File: src/rtl/core/erlp_pkg.sv
// Shared types, field codes and phase sequencing for the event record parser.
// No dependencies; used by every other file of the block.

package erlp_pkg;

	// Length-encoded integer lead bytes
	localparam logic [7:0] LENENC_MAX_DIRECT = 8'hfb;
	localparam logic [7:0] LENENC_2_BYTES    = 8'hfc;
	localparam logic [7:0] LENENC_3_BYTES    = 8'hfd;
	localparam logic [7:0] LENENC_8_BYTES    = 8'hfe;

	// Field codes on the result stream
	localparam logic [3:0] FC_QUERY_LEN  = 4'd13;
	localparam logic [3:0] FC_QUERY_BYTE = 4'd14;
	localparam logic [3:0] FC_END        = 4'd11;
	localparam logic [3:0] FC_UNKNOWN    = 4'd15;

	// Result tdata layout: field_code, field_value, duration_us, zero pad
	localparam int unsigned RES_DATA_W = 136;

	// Parse phase: body phases carry the field code of what they decode
	typedef enum logic [4:0] {
		PH_THREAD      = 5'd0,
		PH_USER_LEN    = 5'd1,
		PH_USER_BYTE   = 5'd2,
		PH_SCHEMA_LEN  = 5'd3,
		PH_SCHEMA_BYTE = 5'd4,
		PH_CLIENT_LEN  = 5'd5,
		PH_CLIENT_BYTE = 5'd6,
		PH_HOST        = 5'd7,
		PH_SERVER_LEN  = 5'd8,
		PH_SERVER_BYTE = 5'd9,
		PH_START       = 5'd10,
		PH_END         = 5'd11,
		PH_DIGEST      = 5'd12,
		PH_QUERY_LEN   = 5'd13,
		PH_QUERY_BYTE  = 5'd14,
		PH_PREFIX      = 5'd16,
		PH_TYPE        = 5'd17
	} phase_t;

	// Integer decoder state and one step's outcome
	typedef struct packed {
		logic [3:0]  left;
		logic [2:0]  shift;
		logic [63:0] acc;
	} lenint_state_t;

	typedef struct packed {
		logic          done;
		logic [63:0]   value;
		lenint_state_t nxt;
	} lenint_result_t;

	// Field that follows a string, given its length or byte phase
	function automatic phase_t string_next(input phase_t p);
		phase_t r;
		case (p)
			PH_USER_LEN,   PH_USER_BYTE:   r = PH_SCHEMA_LEN;
			PH_SCHEMA_LEN, PH_SCHEMA_BYTE: r = PH_CLIENT_LEN;
			PH_CLIENT_LEN, PH_CLIENT_BYTE: r = PH_HOST;
			PH_SERVER_LEN, PH_SERVER_BYTE: r = PH_START;
			default:                       r = PH_PREFIX;
		endcase
		return r;
	endfunction

endpackage

File: src/rtl/core/erlp_lenint.sv
// One byte step of the length-encoded integer decoder (combinational).
// Depends on erlp_pkg for the decoder state and result structs.

module erlp_lenint (
	input  logic [7:0]              byte_in,
	input  erlp_pkg::lenint_state_t cur,
	output erlp_pkg::lenint_result_t res
);

	logic [63:0] ins;

	// Byte placed at its little-endian position
	assign ins = {56'd0, byte_in} << {cur.shift, 3'b000};

	always_comb begin
		res = '0;
		if (cur.left == 4'd0) begin
			// Lead byte: value itself, a length marker, or the zero marker
			res.nxt.left  = 4'd0;
			res.nxt.shift = 3'd0;
			res.nxt.acc   = '0;
			if (byte_in <= erlp_pkg::LENENC_MAX_DIRECT) begin
				res.done    = 1'b1;
				res.value   = {56'd0, byte_in};
				res.nxt.acc = {56'd0, byte_in};
			end else if (byte_in == erlp_pkg::LENENC_2_BYTES) begin
				res.nxt.left = 4'd2;
			end else if (byte_in == erlp_pkg::LENENC_3_BYTES) begin
				res.nxt.left = 4'd3;
			end else if (byte_in == erlp_pkg::LENENC_8_BYTES) begin
				res.nxt.left = 4'd8;
			end else begin
				res.done = 1'b1;
			end
		end else begin
			// Continuation byte
			res.value     = cur.acc | ins;
			res.nxt.acc   = cur.acc | ins;
			res.nxt.shift = cur.shift + 3'd1;
			res.nxt.left  = cur.left - 4'd1;
			res.done      = (cur.left == 4'd1);
		end
	end

endmodule

File: src/rtl/core/event_record_lenenc_parser.sv
// Top level of the event record parser: input stage, record sequencer, result register.
// Depends on erlp_pkg and erlp_lenint.
//
//  channel   | dir | tdata fields (low bit up)                       | tlast
//  s_axis    | in  | stream_byte[7:0]                                | -
//  m_axis    | out | field_code[3:0] field_value[63:0] duration[63:0]| record_last
//
// One byte per clock is taken while the result side is not stalled; a byte goes into the
// input stage, through the combinational sequencer step, and its result into the result register.
// arst_n clears the control state; the parser then expects a record length prefix.
// A stalled result holds in the result register while the next byte is still taken into
// the input stage; the input side stalls only when both stages are full.

module event_record_lenenc_parser (
	input  logic         clk,
	input  logic         arst_n,
	input  logic         s_axis_tvalid,
	output logic         s_axis_tready,
	input  logic [7:0]   s_axis_tdata,  // stream_byte[7:0]
	output logic         m_axis_tvalid,
	input  logic         m_axis_tready,
	output logic [135:0] m_axis_tdata,  // field_code[3:0], field_value[67:4], duration_us[131:68]
	output logic         m_axis_tlast   // record_last
);

	logic        valid_s1;
	logic [7:0]  byte_s1;
	logic        out_free;
	logic        adv;

	erlp_pkg::phase_t        phase_q, phase_d;
	logic [2:0]              pcount_q, pcount_d;
	erlp_pkg::lenint_state_t int_q, int_d;
	logic [63:0]             sleft_q, sleft_d;
	logic [63:0]             start_q, start_d;
	erlp_pkg::lenint_result_t dec;

	logic        emit;
	logic [3:0]  code;
	logic [63:0] value;
	logic [63:0] dur;
	logic        last;
	logic [63:0] str_dec;
	logic [2:0]  pc;

	logic        valid_s2;
	logic [3:0]  code_s2;
	logic [63:0] value_s2;
	logic [63:0] dur_s2;
	logic        last_s2;

	// Handshake between the stages
	assign out_free      = !valid_s2 || m_axis_tready;
	assign adv           = valid_s1 && out_free;
	assign s_axis_tready = !valid_s1 || out_free;

	// Input stage
	always_ff @(posedge clk or negedge arst_n) begin
		if (!arst_n) begin
			valid_s1 <= 1'b0;
		end else if (s_axis_tready) begin
			valid_s1 <= s_axis_tvalid;
		end
	end

	always_ff @(posedge clk) begin
		if (s_axis_tready && s_axis_tvalid) begin
			byte_s1 <= s_axis_tdata;
		end
	end

	erlp_lenint u_lenint (
		.byte_in (byte_s1),
		.cur     (int_q),
		.res     (dec)
	);

	assign str_dec = sleft_q - 64'd1;
	assign pc      = (phase_q == erlp_pkg::PH_PREFIX) ? pcount_q : 3'd0;

	// Record sequencer: next state and result for the byte in the input stage
	always_comb begin
		phase_d  = phase_q;
		pcount_d = pcount_q;
		int_d    = int_q;
		sleft_d  = sleft_q;
		start_d  = start_q;
		emit     = 1'b0;
		code     = phase_q[3:0];
		value    = '0;
		dur      = '0;
		last     = 1'b0;
		unique case (phase_q) inside
			erlp_pkg::PH_TYPE: begin
				if (byte_s1 == 8'd0) begin
					phase_d = erlp_pkg::PH_THREAD;
				end else begin
					phase_d  = erlp_pkg::PH_PREFIX;
					pcount_d = 3'd0;
					emit     = 1'b1;
					code     = erlp_pkg::FC_UNKNOWN;
					value    = {56'd0, byte_s1};
					last     = 1'b1;
				end
			end
			erlp_pkg::PH_USER_BYTE, erlp_pkg::PH_SCHEMA_BYTE, erlp_pkg::PH_CLIENT_BYTE,
			erlp_pkg::PH_SERVER_BYTE, erlp_pkg::PH_QUERY_BYTE: begin
				sleft_d = str_dec;
				emit    = 1'b1;
				value   = {56'd0, byte_s1};
				if (str_dec == 64'd0) begin
					phase_d = erlp_pkg::string_next(phase_q);
					if (erlp_pkg::string_next(phase_q) == erlp_pkg::PH_PREFIX) begin
						pcount_d = 3'd0;
						last     = 1'b1;
					end
				end
			end
			erlp_pkg::PH_THREAD, erlp_pkg::PH_USER_LEN, erlp_pkg::PH_SCHEMA_LEN,
			erlp_pkg::PH_CLIENT_LEN, erlp_pkg::PH_HOST, erlp_pkg::PH_SERVER_LEN,
			erlp_pkg::PH_START, erlp_pkg::PH_END, erlp_pkg::PH_DIGEST,
			erlp_pkg::PH_QUERY_LEN: begin
				int_d = dec.nxt;
				if (dec.done) begin
					emit  = 1'b1;
					value = dec.value;
					case (phase_q)
						erlp_pkg::PH_THREAD: phase_d = erlp_pkg::PH_USER_LEN;
						erlp_pkg::PH_HOST: begin
							phase_d = (&dec.value) ? erlp_pkg::PH_START
							                       : erlp_pkg::PH_SERVER_LEN;
						end
						erlp_pkg::PH_START: begin
							start_d = dec.value;
							phase_d = erlp_pkg::PH_END;
						end
						erlp_pkg::PH_END: begin
							phase_d = erlp_pkg::PH_DIGEST;
							dur     = dec.value - start_q;
						end
						erlp_pkg::PH_DIGEST: phase_d = erlp_pkg::PH_QUERY_LEN;
						default: begin
							// String length: bytes follow unless it is empty
							sleft_d = dec.value;
							if (dec.value != 64'd0) begin
								phase_d = erlp_pkg::phase_t'(phase_q + 5'd1);
							end else begin
								phase_d = erlp_pkg::string_next(phase_q);
								if (erlp_pkg::string_next(phase_q) == erlp_pkg::PH_PREFIX) begin
									pcount_d = 3'd0;
									last     = 1'b1;
								end
							end
						end
					endcase
				end
			end
			default: begin
				// Length prefix; a stray phase restarts the prefix count
				int_d.left = 4'd0;
				if (pc == 3'd7) begin
					pcount_d = 3'd0;
					phase_d  = erlp_pkg::PH_TYPE;
				end else begin
					pcount_d = pc + 3'd1;
					phase_d  = erlp_pkg::PH_PREFIX;
				end
			end
		endcase
	end

	// Sequencer state
	always_ff @(posedge clk or negedge arst_n) begin
		if (!arst_n) begin
			phase_q  <= erlp_pkg::PH_PREFIX;
			pcount_q <= 3'd0;
			int_q    <= '0;
			sleft_q  <= '0;
			start_q  <= '0;
		end else if (adv) begin
			phase_q  <= phase_d;
			pcount_q <= pcount_d;
			int_q    <= int_d;
			sleft_q  <= sleft_d;
			start_q  <= start_d;
		end
	end

	// Result register
	always_ff @(posedge clk or negedge arst_n) begin
		if (!arst_n) begin
			valid_s2 <= 1'b0;
		end else if (out_free) begin
			valid_s2 <= adv && emit;
		end
	end

	always_ff @(posedge clk) begin
		if (adv && emit) begin
			code_s2  <= code;
			value_s2 <= value;
			dur_s2   <= dur;
			last_s2  <= last;
		end
	end

	assign m_axis_tvalid = valid_s2;
	assign m_axis_tdata  = {4'd0, dur_s2, value_s2, code_s2};
	assign m_axis_tlast  = last_s2;

endmodule

File: config.mk
export PLATFORM = sky130hd
export DESIGN_NAME = event_record_lenenc_parser
export DESIGN_NICKNAME = d
export VERILOG_FILES = /design/src/rtl/core/erlp_pkg.sv /design/src/rtl/core/erlp_lenint.sv /design/src/rtl/core/event_record_lenenc_parser.sv
export SDC_FILE = /design/constraint.sdc
export NUM_CORES = 1
export LEC_CHECK = 0
export BUFFER_PORTS_ARGS = -buffer_cell sky130_fd_sc_hd__clkbuf_2
export CORE_MARGIN = 1
export CORE_UTILIZATION = 61
export CTS_BUF_LIST = sky130_fd_sc_hd__clkbuf_2
export DETAILED_ROUTE_END_ITERATION = 8
export GPL_TIMING_DRIVEN = 0
export HOLD_SLACK_MARGIN = 0.06
export PLACE_DENSITY = 0.81
export SLEW_MARGIN = 40
export SYNTH_ARGS = -nofsm -noshare
export SYNTH_HDL_FRONTEND = slang
export SYNTH_SLANG_ARGS = --single-unit
File: constraint.sdc
create_clock -name clk -period 8.8 [get_ports clk]
set_clock_uncertainty 0.05 [all_clocks]
set_input_delay 0.88 -clock clk [delete_from_list [all_inputs] [get_ports clk]]
set_output_delay 0.88 -clock clk [all_outputs]
set_load 0.01 [all_outputs]
==> qor.csv, run 1 <==
stage,metric,value,unit
grt,gr ovfl total,0,
logic_synthesis,Post-synth EDFFs,141,
power_and_ir_drop,combinational group share of total power,40.2,%
clock_network,CTS max path bufs,3,
timing,RSZ-0062 raised after global routing,no,
clock_network,H-tree Lvls,3,
route,drt total wl,76800,um
logic_synthesis,ys async rst share,59.7,%
final_layout,Final Non-Filler Cells,3247,
clock_network,"Setup Fix Bufs, Post-CTS",0,
logic_synthesis,post-synthesis register bit count,350,
clock_network,clk slew on worst S/H paths,0.12,ns
clock_network,Clock Root Buffer,clkbuf_2,
power_and_ir_drop,Pwr Total,6120,uW
place,dpl cells,3064,
final_layout,share of post-route cells with drive strength above 1,14.3,%
grt,initial antenna violation count,6,
logic_synthesis,Yosys warning count,0,
final_layout,Final nets,2806,
floorplanning,Starting Density,62.4,%
place,RePlAce Congestion,1.06,
floorplanning,I/O Pins,151,
critical_path,Worst Path Max Fanout,10,
grt,Total GRT Usage,43.5,%
floorplanning,Die Y,188,um
critical_path,critical path capture point type,flip-flop,
timing,Setup Viol. Count Final,0,
route,DRC,0,
clock_network,TritonCTS clock tree,yes,
floorplanning,Die Wd,188,um
place,post-DP HPWL,57200,um
logic_synthesis,library cells used by synthesis,84,
timing,final cycle utilization of the critical path,91.2,%
job,MaxCap Viol Count,0,
floorplanning,Core Box Area,33800,um2
logic_synthesis,average size of a mapped cell,8.58,um2
floorplanning,die area,35300,um2
power_and_ir_drop,Clock power frac,20.1,%
logic_synthesis,Syn Std Cell Area,21100,um2
power_and_ir_drop,Reg power frac,39.7,%
logic_synthesis,sequential fraction of the synthesis area,44.9,%
critical_path,CP Data Required Time,9.54,ns
timing,fin. max-slew vios,0,
place,IO Port Bufs,146,
status,status,"complete, no violations",
final_layout,most frequent cells in the layout,"o21ai_0 (289), clkbuf_2 (278), nand2_1 (270)",
route,via/cell ratio,6.53,
grt,first-pass GRT wire length,116000,um
power_and_ir_drop,Power Density,259,nW/um2
route,DR iter-0 viols,2533,
critical_path,arrival time worst endpoint,8.76,ns
power_and_ir_drop,Max IR drop VDD,0.216,mV
route,vias,21215,
grt,vias in the first global route,20247,
route,Detail Route Antenna Nets,0,
route,WL/cell,23.6,um
critical_path,WS Path Type,reg -> reg,
timing,Fmax achieved,125,MHz
power_and_ir_drop,sw frac,43.7,%
timing,final hold vios,0,
logic_synthesis,Synth Flop Type,dfrtp_1,
route,Pre-Repair DR Iteration Count,7,
power_and_ir_drop,Psw,2670,uW
clock_network,CTS Sinks,350,
logic_synthesis,Mapped Cells,2457,
timing,normalized max-slew margin,36.7,%
floorplanning,Rows,67,
final_layout,"most common cell after layout, fill and taps aside",o21ai_0,
final_layout,post-synthesis to final-layout area growth,12.3,%
clock_network,clk_lat worst skew,1.07,ns
timing,Slew @ Worst Pin,0.939,ns
hold_path,worst hold path class,in -> async,
clock_network,TritonCTS buffer count,89,
grt,largest net degree at the start of global routing,75,
power_and_ir_drop,Internal,3450,uW
timing,Period minus WS final,8.03,ns
power_and_ir_drop,Leak Pwr,0.0107,uW
critical_path,startpoint class of the critical path,flip-flop,
## through the flow
step                hold WS [ns]  utilization, %  setup WS, ns  instance area [um2]  setup TNS (ns)
floorplan                  0.395               -         0.935                21100               0
global placement           0.412            66.3         -1.20                22400         -153.96
detailed placement         0.420            67.1          1.30                22700               0
CTS                       0.0688            70.0          1.27                23600               0
global route               0.108            70.0         0.981                23700               0
finish                     0.126            70.1         0.774                23700               0
## registers in the layout, indices dropped and copies added, names as in the netlist, 3 cells and up
name,flops
start_q,64
byte_s1,8
pcount_q,3
sleft_q,64
value_s2,64
int_q,71
phase_q,5
code_s2,4
dur_s2,64
## metal layers
metal | global-route usage [%] | part of all wire, %
met2 | 66.4 | 44
met5 | 0 | 0.030
met4 | 27.8 | 6.3
met3 | 12.6 | 12
met1 | 54.4 | 38
## logic make-up after synthesis
logic type      share of synthesized area, %
compound gates                          21.1
xor+xnor                                3.36
simple gates                            19.6
fa+ha+maj                               4.54
buf+inv                                 6.13
other cells                           0.0178
flops                                   44.9
mux                                    0.344
## area by class of cell
cell class	instances	area [um2]
Antenna cell	7	17.5
Multi-Input combinational cell	1781	10400
Sequential cell	350	9470
Buffer	155	639
Clock buffer	132	661
Tap cell	448	561
Fill cell	2710	10100
Clock inverter	33	226
Timing Repair Buffer	167	1050
Inverter	174	653
## final timing paths
path                          startpoint            end  slack (ns)  cells after the start
min in group clk           m_axis_tready  m_axis_tvalid        0.14                      3
max in group asynchronous         arst_n    start_q[19]        7.51                      4
hold / removal                    arst_n    sleft_q[45]        0.13                      2
setup reg to reg               int_q[67]     dur_s2[63]        0.77                     20
setup / recovery               int_q[67]     dur_s2[63]        0.77                     20
hold reg to reg              start_q[20]    start_q[20]        0.44                      2
## worst max-delay path, cell delays in order, from the launching register on
cell	delay [ns]
dfrtp_1	0.44
inv_1	0.13
ha_1	0.25
nor3b_1	0.45
buf_1	0.58
clkbuf_1	0.49
clkbuf_1	0.57
or2_2	0.27
inv_1	0.12
ha_1	0.37
a21o_1	0.24
a21o_1	0.20
a21oi_1	0.16
nor4b_1	0.63
nand3_1	0.25
nor3b_1	0.68
o21ai_0	0.34
o21ai_0	0.60
o21ai_0	0.29
xnor2_1	0.58
nor2_1	0.10
## power by group through the flow
stage / logic, uW / clock network [uW] / registers (uW)
2_1_floorplan: 1370 / 0 / 2560
3_3_place_gp: 2220 / 0 / 2510
3_5_place_dp: 2370 / 0 / 2450
4_1_cts: 2380 / 1220 / 2420
5_1_grt: 2620 / 1310 / 2460
6_report: 2460 / 1230 / 2430
## repair_timing
item | 4_1_cts | 5_1_grt
resized for setup | 0 | 0
endpoints found under the hold margin | 78 | 0
hold buffers | 10 | 0
## synth_stat cells, drive strengths merged, types with 8 or more instances
master | n | area, um2
o21ai | 300 | 1500
nand2 | 270 | 1010
nor2 | 250 | 941
dfrtp | 208 | 5200
a21oi | 191 | 967
inv | 174 | 653
edfxtp | 141 | 4230
clkbuf | 137 | 524
ha | 75 | 938
nor3 | 54 | 280
xnor2 | 52 | 455
or2 | 46 | 288
nand3 | 45 | 225
nand4 | 44 | 282
nor4 | 42 | 290
a21o | 39 | 293
o22ai | 29 | 181
xor2 | 29 | 254
a22oi | 24 | 180
a31oi | 22 | 138
nand2b | 20 | 125
o21bai | 19 | 143
buf | 18 | 115
nor2b | 18 | 113
or4 | 18 | 148
or3 | 16 | 116
a22o | 15 | 131
and2 | 14 | 88.8
a211oi | 12 | 90.1
o21a | 10 | 75.1
o211ai | 9 | 67.6
o31ai | 9 | 67.6
o32ai | 9 | 78.8
nor3b | 8 | 60.1
No activity file was read; power rests on OpenSTA's default activity.
==> inputs of run 2 (changes only) <==
Settings changed: GPL_TIMING_DRIVEN 0 to unset.
==> qor.csv, run 2 (synthesis results as in run 1) <==
stage,metric,value,unit,change
route,DRC,0,,unchanged
hold_path,hold path cells,3,,
power_and_ir_drop,Max IR drop VDD,0.201,mV,-7.2%
job,MaxCap Viol Count,0,,unchanged
floorplanning,Die Y,188,um,unchanged
critical_path,arrival time worst endpoint,7.20,ns,-1.56 ns
critical_path,CP cell instances,inv_1 > ha_1 > nor3b_2 > buf_4 > nor4_1 > a21o_1 > a22oi_1 > ha_1 > inv_1 > fa_1 > a211oi_1 > o21ai_0 > and3_1 > o21ai_0 > a2111oi_0 > buf_4 > or2_2 > a21oi_1 > a21oi_1 > a2111oi_0 > xor2_1 > nor2_1,,
critical_path,cells on worst reg2reg path,22,,+10%
clock_network,CTS Sinks,350,,unchanged
route,Pre-Repair DR Iteration Count,8,,+1
grt,first-pass GRT wire length,103000,um,-11%
final_layout,max reg flops,71,,unchanged
critical_path,startpoint class of the critical path,flip-flop,,
status,status,"complete, no violations",,
grt,vias in the first global route,18618,,-8.0%
power_and_ir_drop,Pwr Total,5730,uW,-6.5%
final_layout,register area,9470,um2,unchanged
timing,Final WS setup,2.25,ns,+1.48 ns
power_and_ir_drop,Leak Pwr,0.0105,uW,-1.5%
final_layout,most frequent cells in the layout,"o21ai_0 (296), clkbuf_2 (276), nand2_1 (269)",,
critical_path,CP max stage cell,a2111oi_0,,
timing,Slew @ Worst Pin,0.851,ns,-0.0880 ns
clock_network,CTS max path bufs,3,,unchanged
hold_path,Hold Crit Endpoint,m_axis_tvalid,,
clock_network,"Setup Fix Bufs, Post-CTS",0,,unchanged
grt,Total GRT Usage,37.5,%,-6.0 points
critical_path,"slowest stage delay, CP",0.51,ns,-0.17 ns
route,DR iter-0 viols,2049,,-19%
timing,fin. max-slew vios,0,,unchanged
timing,Setup Viol. Count Final,0,,unchanged
clock_network,clk_lat worst skew,1.01,ns,-0.06 ns
timing,Period minus WS final,6.55,ns,-1.48 ns
critical_path,Worst Path Max Fanout,38,,+28
floorplanning,Die Wd,188,um,unchanged
clock_network,H-tree Lvls,3,,unchanged
route,vias,19751,,-6.9%
hold_path,worst hold path class,in -> reg,,
grt,largest net degree at the start of global routing,134,,+79%
final_layout,fillers,2810,,+3.7%
timing,setup_tns,0,ns,unchanged
place,"worst slack, placed",2.53,ns,+1.23 ns
critical_path,RR Endpoint,dur_s2[60],,
final_layout,Biggest register,int_q,,
critical_path,minimum setup slack among reg-to-reg paths,2.25,ns,+1.48 ns
grt,initial antenna violation count,2,,-4
place,IO Port Bufs,146,,unchanged
floorplanning,Starting Density,62.4,%,unchanged
route,drt total wl,66000,um,-14%
power_and_ir_drop,Power Density,248,nW/um2,-4.0%
place,post-DP HPWL,48100,um,-16%
route,WL/cell,21.2,um,-10%
timing,final cycle utilization of the critical path,74.4,%,-17 points
floorplanning,Core Box Area,33800,um2,unchanged
critical_path,critical path capture point type,flip-flop,,
critical_path,WS Path Type,reg -> reg,,
route,Detail Route Antenna Nets,0,,unchanged
floorplanning,Rows,67,,unchanged
floorplanning,I/O Pins,151,,unchanged
clock_network,clk slew on worst S/H paths,0.12,ns,about the same
hold_path,Hold Startpoint,m_axis_tready,,
floorplanning,die area,35300,um2,unchanged
grt,gr ovfl total,0,,unchanged
final_layout,"most common cell after layout, fill and taps aside",o21ai_0,,
final_layout,share of post-route cells with drive strength above 1,15.3,%,+1.1 points
timing,final hold vios,0,,unchanged
clock_network,TritonCTS buffer count,90,,+1.1%
clock_network,Clock Root Buffer,clkbuf_2,,
critical_path,CP Data Required Time,9.45,ns,-0.09 ns
timing,RSZ-0062 raised after global routing,no,,
clock_network,TritonCTS clock tree,yes,,
timing,normalized max-slew margin,42.8,%,+6.0 points
critical_path,R2R Path Start,int_q[67],,
final_layout,post-synthesis to final-layout area growth,9.41,%,
route,via/cell ratio,6.34,,-2.9%
final_layout,area of the multi-input gates,10400,um2,+0.12%
place,RePlAce Congestion,0.982,,-7.6%
timing,Fmax achieved,153,MHz,+23%
final_layout,Final nets,2682,,-4.4%
## run 2: stage by stage
| step | instances | hold slack (ns) | instance area (um2) | utilization [%] |
|---|---|---|---|---|
| 2_1_floorplan | 2460 | 0.395 | 21100 | - |
| 3_3_place_gp | 2937 | 0.412 | 22100 | 65.4 |
| 3_5_place_dp | 2939 | 0.420 | 22200 | 65.6 |
| 4_1_cts | 3112 | 0.118 | 23000 | 68.2 |
| 5_1_grt | 3114 | 0.185 | 23100 | 68.3 |
| 6_report | 3114 | 0.240 | 23100 | 68.3 |
## run 2: how the worst max path moves through the flow
stage          slack [ns]  cells past startpoint  startpoint         end
2_1_floorplan        0.93                     10  phase_q[0]  code_s2[0]
3_3_place_gp         2.74                     20   int_q[67]  dur_s2[61]
3_5_place_dp         2.53                     22   int_q[67]  dur_s2[60]
4_1_cts              2.48                     22   int_q[67]  dur_s2[60]
5_1_grt              1.90                     20   int_q[67]  dur_s2[61]
6_report             2.25                     22   int_q[67]  dur_s2[60]
## run 2: report_power, final
group	switching [uW]	internal, uW
sequential	351	2170
combinational	1400	714
clock	695	400
## run 2: per-layer routing
metal | part of all wire [%] | GRT usage (%) | wire length (um) | vias up
li1 | - | - | - | 9042
met1 | 42 | 52.9 | 28000 | 9325
met2 | 43 | 55.7 | 28500 | 1172
met3 | 10 | 7.45 | 6810 | 210
met4 | 4.2 | 17.4 | 2760 | 2
met5 | 0.020 | 0 | 13 | -
## run 2: area by class of cell
| type | instances | area share [%] |
|---|---|---|
| multi-input combinational | 1781 | 45.1 |
| sequential | 350 | 41.0 |
| timing repair buffer | 197 | 5.17 |
| clock buffer | 131 | 2.84 |
| inverter | 174 | 2.83 |
| tap | 448 | 2.43 |
| clock inverter | 32 | 0.558 |
| antenna | 1 | 0.0108 |
## run 2: timing repair
action | CTS | global route
resized for setup | 0 | 0
endpoints found under the hold margin | 99 | 0
hold buffers | 10 | 0
## run 2: worst max-delay path: cells and delay by family, from the launching register on
| family | cells | cell delay [ns] |
|---|---|---|
| and+or+nand+nor | 5 | 0.90 |
| xor gates and xnor gates | 1 | 0.20 |
| adders and majority gates | 3 | 0.96 |
| buffers and inverters | 4 | 0.74 |
| DFF | 1 | 0.44 |
| AOI/OAI and AO/OA | 9 | 2.94 |
